## src/rtl/lattice_path_count_with_blocks_macros.svh

```systemverilog
// ----------------------------------------------------------------------------
// Lattice path counter assertion macros
// Shared property wrappers for the lattice path counter; they compile to
// nothing when NO_ASSERTIONS is defined.
// ----------------------------------------------------------------------------
`ifndef LATTICE_PATH_COUNT_WITH_BLOCKS_MACROS_SVH
`define LATTICE_PATH_COUNT_WITH_BLOCKS_MACROS_SVH
`ifndef NO_ASSERTIONS
`define LPCB_ASSERT_SAME(label, clk, rst, ante, cons, msg) \
   label: assert property (@(posedge clk) disable iff (rst) (ante) |-> (cons)) \
      else $error(msg);
`define LPCB_ASSERT_NEXT(label, clk, rst, ante, cons, msg) \
   label: assert property (@(posedge clk) disable iff (rst) (ante) |=> (cons)) \
      else $error(msg);
`else
`define LPCB_ASSERT_SAME(label, clk, rst, ante, cons, msg)
`define LPCB_ASSERT_NEXT(label, clk, rst, ante, cons, msg)
`endif
`endif

```

## src/rtl/lpcb_pkg.sv

```systemverilog
// ----------------------------------------------------------------------------
// Lattice path counter package
// Modulus, item modes and the types shared by the counter and its multiplier.
// ----------------------------------------------------------------------------
`timescale 1ns / 1ps
package lpcb_pkg;

   localparam int VAL_W = 30;
   localparam logic [VAL_W-1:0] MOD_P = 30'd1000000007;
   localparam logic [VAL_W-1:0] FERMAT_EXP = 30'd1000000005;

   localparam logic MODE_LOAD  = 1'b0;
   localparam logic MODE_COUNT = 1'b1;

   typedef struct packed {
      logic             start;
      logic [VAL_W-1:0] a;
      logic [VAL_W-1:0] b;
   } mul_req_type;

   typedef struct packed {
      logic             done;
      logic [VAL_W-1:0] value;
   } mul_rsp_type;

   typedef struct packed {
      logic [VAL_W-1:0] fact;
      logic [VAL_W-1:0] inv;
   } tbl_entry_type;

endpackage

```

## src/rtl/lpcb_mulmod.sv

```systemverilog
// ----------------------------------------------------------------------------
// Modular multiplier
// Five-stage Barrett multiplier: product, quotient estimate, quotient times
// modulus, and two conditional subtractions.
// ----------------------------------------------------------------------------
`timescale 1ns / 1ps
`include "lattice_path_count_with_blocks_macros.svh"
module lpcb_mulmod (
   input  logic                 clock,
   input  logic                 reset,
   input  lpcb_pkg::mul_req_type mul_req,
   output lpcb_pkg::mul_rsp_type mul_rsp
);
   localparam logic [63:0] MU_WIDE = (64'd1 << 60) / 64'(lpcb_pkg::MOD_P);
   localparam logic [30:0] MU = MU_WIDE[30:0];
   localparam logic [31:0] P32 = 32'(lpcb_pkg::MOD_P);

   logic [4:0]  vld_ff, vld_in;
   logic [59:0] prod_ff, prod_in;
   logic [30:0] q3_ff, q3_in;
   logic [31:0] xlo2_ff, xlo3_ff;
   logic [31:0] qp_ff, qp_in;
   logic [31:0] r1_ff, r1_in;
   logic [29:0] res_ff, res_in;
   logic [61:0] q2_full;
   logic [60:0] qp_full;
   logic [31:0] r0;
   logic [31:0] r2;

   assign prod_in = mul_req.a * mul_req.b;
   assign q2_full = prod_ff[59:29] * MU;
   assign q3_in   = q2_full[61:31];
   assign qp_full = q3_ff * lpcb_pkg::MOD_P;
   assign qp_in   = qp_full[31:0];
   assign r0      = xlo3_ff - qp_ff;
   assign r1_in   = (r0 >= P32) ? r0 - P32 : r0;
   assign r2      = (r1_ff >= P32) ? r1_ff - P32 : r1_ff;
   assign res_in  = r2[29:0];
   assign vld_in  = {vld_ff[3:0], mul_req.start};

   always_ff @(posedge clock) begin
      if (reset) begin
         vld_ff <= '0;
      end else begin
         vld_ff <= vld_in;
      end
      prod_ff <= prod_in;
      q3_ff   <= q3_in;
      xlo2_ff <= prod_ff[31:0];
      qp_ff   <= qp_in;
      xlo3_ff <= xlo2_ff;
      r1_ff   <= r1_in;
      res_ff  <= res_in;
   end

   assign mul_rsp.done  = vld_ff[4];
   assign mul_rsp.value = res_ff;

   `LPCB_ASSERT_SAME(a_res_reduced, clock, reset, mul_rsp.done, mul_rsp.value < lpcb_pkg::MOD_P, "multiplier result not reduced")
   `LPCB_ASSERT_SAME(a_done_latency, clock, reset, mul_rsp.done, $past(mul_req.start, 5), "multiplier done without start")
   `LPCB_ASSERT_SAME(a_single_op, clock, reset, mul_req.start, vld_ff[3:0] == 4'd0, "multiplier started while busy")
endmodule
```

## config.mk

```make
export PLATFORM = sky130hd
export DESIGN_NAME = lpcb_mulmod
export DESIGN_NICKNAME = d
export VERILOG_FILES = /design/src/rtl/lpcb_pkg.sv /design/src/rtl/lpcb_mulmod.sv
export VERILOG_INCLUDE_DIRS = /design/src /design/src/rtl
export SDC_FILE = /design/constraint.sdc
export NUM_CORES = 2
export LEC_CHECK = 0
export BUFFER_PORTS_ARGS = -buffer_cell sky130_fd_sc_hd__buf_2
export CORE_ASPECT_RATIO = 0.75
export CORE_MARGIN = 5
export CORE_UTILIZATION = 35
export DETAILED_ROUTE_END_ITERATION = 6
export PLACE_DENSITY = 0.55
export SETUP_SLACK_MARGIN = 0.15
export SLEW_MARGIN = 20
export SYNTH_ARGS = -nofsm -noshare
export SYNTH_HDL_FRONTEND = slang
export SYNTH_SLANG_ARGS = --single-unit
export TNS_END_PERCENT = 30
```

## constraint.sdc

```tcl
create_clock -name clock -period 11.3 [get_ports clock]
set_input_delay 0.565 -clock clock [delete_from_list [all_inputs] [get_ports clock]]
set_output_delay 0.565 -clock clock [all_outputs]
set_load 0.005 [all_outputs]
```

Yosys cells after proc, flatten, opt, wreduce, memory -nomap -nowiden
Cells that the tools add are included.
{"block": "word_totals", "register_bits": 254, "input_bits": 63, "output_inout_bits": 31, "elab_cells": 18}
{"block": "classes", "n_addsub": 3, "n_mul": 3, "n_lt_le_gt_ge": 2, "muxes": 2}
{"op": "32-bit by 30-bit >= comparator with 1-bit output (second input constant)", "count": 2}
{"op": "30-bit by 30-bit multiplier with 60-bit output", "count": 1}
{"op": "31-bit by 28-bit multiplier with 59-bit output (second input constant)", "count": 1}
{"op": "31-bit by 30-bit multiplier with 32-bit output (second input constant)", "count": 1}
{"op": "32-bit two-way mux", "count": 1}
{"op": "32-bit by 30-bit subtractor with 32-bit output (second input constant)", "count": 1}
{"op": "32-bit subtractor", "count": 1}
{"op": "30-bit two-way mux", "count": 1}
{"op": "30-bit subtractor (second input constant)", "count": 1}

Logic depth before layout (Yosys ltp)
{"block": "logic_depth", "ltp_word": 3, "depth_mapped": 32, "mapped_depth_nobuf": 31}

Worst setup path after synthesis
OpenSTA, ideal clock, no wires.
{"block": "synth_path", "kind": "input to register", "from": "input port mul_req[8] in the netlist's numbering", "to": "register prod_ff[58]", "setup_ns": 0.072, "arrival_ns": 8.040, "setup_slack_ns": 3.188, "path_stages": 29, "path_buffers": 2, "path_cell_list": "clkbuf_1 > and2_1 > fa_1 > fa_1 > inv_1 > fa_1 > fa_1 > inv_1 > fa_1 > fa_1 > fa_1 > inv_1 > fa_1 > inv_1 > ha_1 > clkbuf_1 > a21o_1 > a21o_1 > a21oi_1 > a21oi_1 > a221oi_1 > o311ai_1 > a311o_1 > a221oi_1 > nor2b_1 > a31oi_1 > nor2_1 > a311oi_1 > xnor2_1"}
{"block": "synth_between", "elab_chain_len": 1}
{"item": "from (decl)", "line": "lpcb_mulmod.sv:11", "text": "input lpcb_pkg::mul_req_type mul_req,"}
{"item": "30-bit by 30-bit multiplier with 60-bit output", "line": "lpcb_mulmod.sv:30", "text": "assign prod_in = mul_req.a * mul_req.b;"}
{"item": "net prod_in[58]", "line": "lpcb_mulmod.sv:19", "text": "logic [59:0] prod_ff, prod_in;"}
{"item": "to (signal assigned)", "line": "lpcb_mulmod.sv:47", "text": "prod_ff <= prod_in;"}
{"item": "to (decl)", "line": "lpcb_mulmod.sv:19"}
The timed path passes the listed nets, and every way through them passes these cells.
A chain may end at the register's enable or synchronous reset.

Worst setup path in the final report
{"block": "layout_path", "from": "input port mul_req[7] in the netlist's numbering", "to": "register prod_ff[58]"}
The elaborated chain is that of the path after synthesis.

==> impl_metrics.yaml <==
outcome:
  status: "finished clean"
die:
  ios: 94
  fp.dieW_um: 479
  die_y_um: 362
  core.rowCount: 129
  start_util_pct: 35.1
  dieArea_um2: 173000
  coreArea_um2: 164000
setup_path:
  crit_required_ns: 11.77
  rr_endpoint: "q3_ff[30]$_DFF_P_"
  slowest_delay_ns: 0.58
  rr_worst_depth: 22
  rrSetupSlack_ns: 2.65
  startpoint_type: "primary input"
  setup.worst_path.end_class: "flop"
  critical_path_buf_inv_count: 5
  cp_slowest_cell: "buf_2"
  crit_top_cell: "fa_1"
  cp_max_fo: 30
  r2r-start: "prod_ff[45]$_DFF_P_"
  worst_ep_arrival_time_ns: 9.34
  path_class: "in2reg"
  cpLargestDelayFamily: "adder cells"
detailed_routing:
  drt-total-wl_um: 156000
  drt_iter0_drc: 2510
  drcViolationCount: 0
  wl_per_cell_um: 19.2
  first_pass_iters: 5
  vias: 38700
  ant_nets: 0
  vias_per_cell: 4.77
synthesis:
  syn_area_um2: 57700
  async_flop_share_pct: 0
  synth_edf_count: 0
  synth_top_area_cell: "fa_1"
  synthCells: 5967
  yosysUniqueCellTypes: 88
  synth.top_cells.by_area: "fa_1 42%, ha_1 17%, inv_1 9.9%"
  syn-num-nets: 8049
  synth_flop_cell: "dfxtp_1"
  seq_area_frac_synth_pct: 8.81
  synth_warnings: 0
  avgSynthCellArea_um2: 9.67
  synth_top_area_share_pct: 42.5
  ys_seq_elements: 254
sta:
  rsz0062_at_grt: "no"
  hold_violations: 0
  min_period_ns: 8.87
  fmax_mhz: 113
  max_slew_margin_pct: 32.8
  fin_tns_setup_ns: 0
  setup_viol: 0
  slew_violations: 0
  finalCritPeriodShare_pct: 78.5
  fin_ws_ns: 2.43
  clock-skew-final_ns: 0.0318
  worst_pin_slew_ns: 1.01
clock_network:
  tritoncts: "yes"
  cts_buffer_depth: 3
  cts_resized: 0
  cts_buffers: 31
  cts.sinks: 254
  htreeDepth: 1
  cts_setup_buffers: 0
  cts_hold_buf: 0
  clkTransAtPathRegs_ns: 0.06
  cts-root-buf: "clkbuf_16"
  insertion_delay_ns: 0.58
placed_design:
  hpwl_um: 128000
  port_buffers: 93
  finalWeightedCongestion: 0.884
  dp_slack_ns: 1.98
  placed_cells: 8049
  place_area_um2: 60300
min_path:
  hold_depth: 2
  hp-class: "in2reg"
  worstHoldEndpoint: "vld_ff[2]$_SDFF_PP0_"
  hp-start: "reset"
global_routing:
  antenna_found_initial: 15
  grt-ovfl-total: 0
  grt_pass1_vias: 41900
  grt_pass1_wl_um: 248000
  grtUsageTotal_pct: 18.3
  grt_max_degree: 31
finish:
  post-route-cell-area_um2: 61400
  multi_input_area_um2: 46100
  final-instance-count-excl-fill: 8109
  syn2layout_area_growth_pct: 6.45
  fillers: 16400
  ff_latch_area_um2: 5080
  drive_above_1_share_pct: 3.75
  finalNetCount: 8003
run:
  maxCapViolCount: 0
per-layer routing:
layer  global-route usage (%)  up-vias  wire length (um)
met5                        0        -                27
met4                     2.60        4              2480
met3                     4.16      146             12500
met2                     26.6     1147             63700
met1                     28.2    19700             77000
li1                         -    17800                 -
worst max-delay path by stage:
stage / startpoint / endpoint / slack, ns / depth (start not counted)
2_1_floorplan: mul_req[8] / prod_ff[58]$_DFF_P_ / 3.19 / 29
3_3_place_gp: mul_req[7] / prod_ff[58]$_DFF_P_ / 2.04 / 28
3_5_place_dp: mul_req[7] / prod_ff[58]$_DFF_P_ / 1.98 / 28
4_1_cts: mul_req[7] / prod_ff[58]$_DFF_P_ / 2.55 / 28
5_1_grt: mul_req[7] / prod_ff[58]$_DFF_P_ / 2.02 / 28
6_report: mul_req[7] / prod_ff[58]$_DFF_P_ / 2.43 / 28
worst reg2reg max path, cell delays in order, from the launching register on:
cell       delay (ns)
dfxtp_1          0.98
fa_1             0.60
fa_1             0.39
fa_1             0.50
fa_1             0.44
fa_1             0.51
inv_1            0.05
fa_1             0.53
inv_1            0.05
fa_1             0.45
ha_1             0.30
a211oi_1         0.30
o21ai_0          0.18
a2111oi_0        0.66
a31oi_1          0.35
a31oi_1          0.62
a41oi_1          0.46
a311oi_1         0.41
nor3_1           0.13
a21oi_1          0.25
o21bai_1         0.12
a21oi_1          0.19
xnor2_1          0.14
metrics by stage:
stage / utilization (%) / hold WS, ns
2_1_floorplan: - / 0.310
3_3_place_gp: 36.7 / 0.312
3_5_place_dp: 36.7 / 0.313
4_1_cts: 37.4 / 0.169
5_1_grt: 37.4 / 0.197
6_report: 37.4 / 0.207
cell usage after synthesis (37+ instances only):
library cell and instances:
clkbuf_1 196, dfxtp_1 254, fa_1 1224, ha_1 795, nand3_1 37, inv_1 1516, xnor2_1 151, and2_1 544
nand2_1 454, a21oi_1 126, a21o_1 78, o21ai_0 55, xor2_1 64, nor2_1 114
kinds of logic after synthesis:
group	after synthesis	synth area share, %
flip-flops	254	8.81
adder cells (fa/ha/maj)	2019	59.7
XOR/XNOR	215	3.26
AND/OR/NAND/NOR	1296	11.5
buffers and inverters	1725	11.3
multiplexers	4	0.0737
AO/OA/AOI/OAI	454	5.37
layout make-up:
cell class / count / share of cell area (%)
tap: 2161 / 4.40
timing repair buffer: 129 / 1.20
sequential: 254 / 8.28
antenna: 3 / 0.0122
inverter: 1517 / 9.27
clock inverter: 23 / 0.448
multi-input combinational: 3988 / 75.1
clock buffer: 34 / 1.31
cell usage in the layout, fill, tap and decap left out, drive strengths merged, types with 72 or more instances in the layout:
cell type,count
buf,129
xnor2,151
fa,1224
nand2,454
a21oi,129
nor2,115
o21ai,72
inv,1525
ha,795
and2,545
dfxtp,254
a21o,78
registers in the layout (all words and copies together) (netlist names):
name / cells
xlo2_ff: 32
prod_ff: 60
res_ff: 30
q3_ff: 31
xlo3_ff: 32
qp_ff: 32
r1_ff: 32
vld_ff: 5
Power is left out: the tool's default activity adds up to more than one toggle a clock period on the data nets, which glitch-free logic cannot reach.
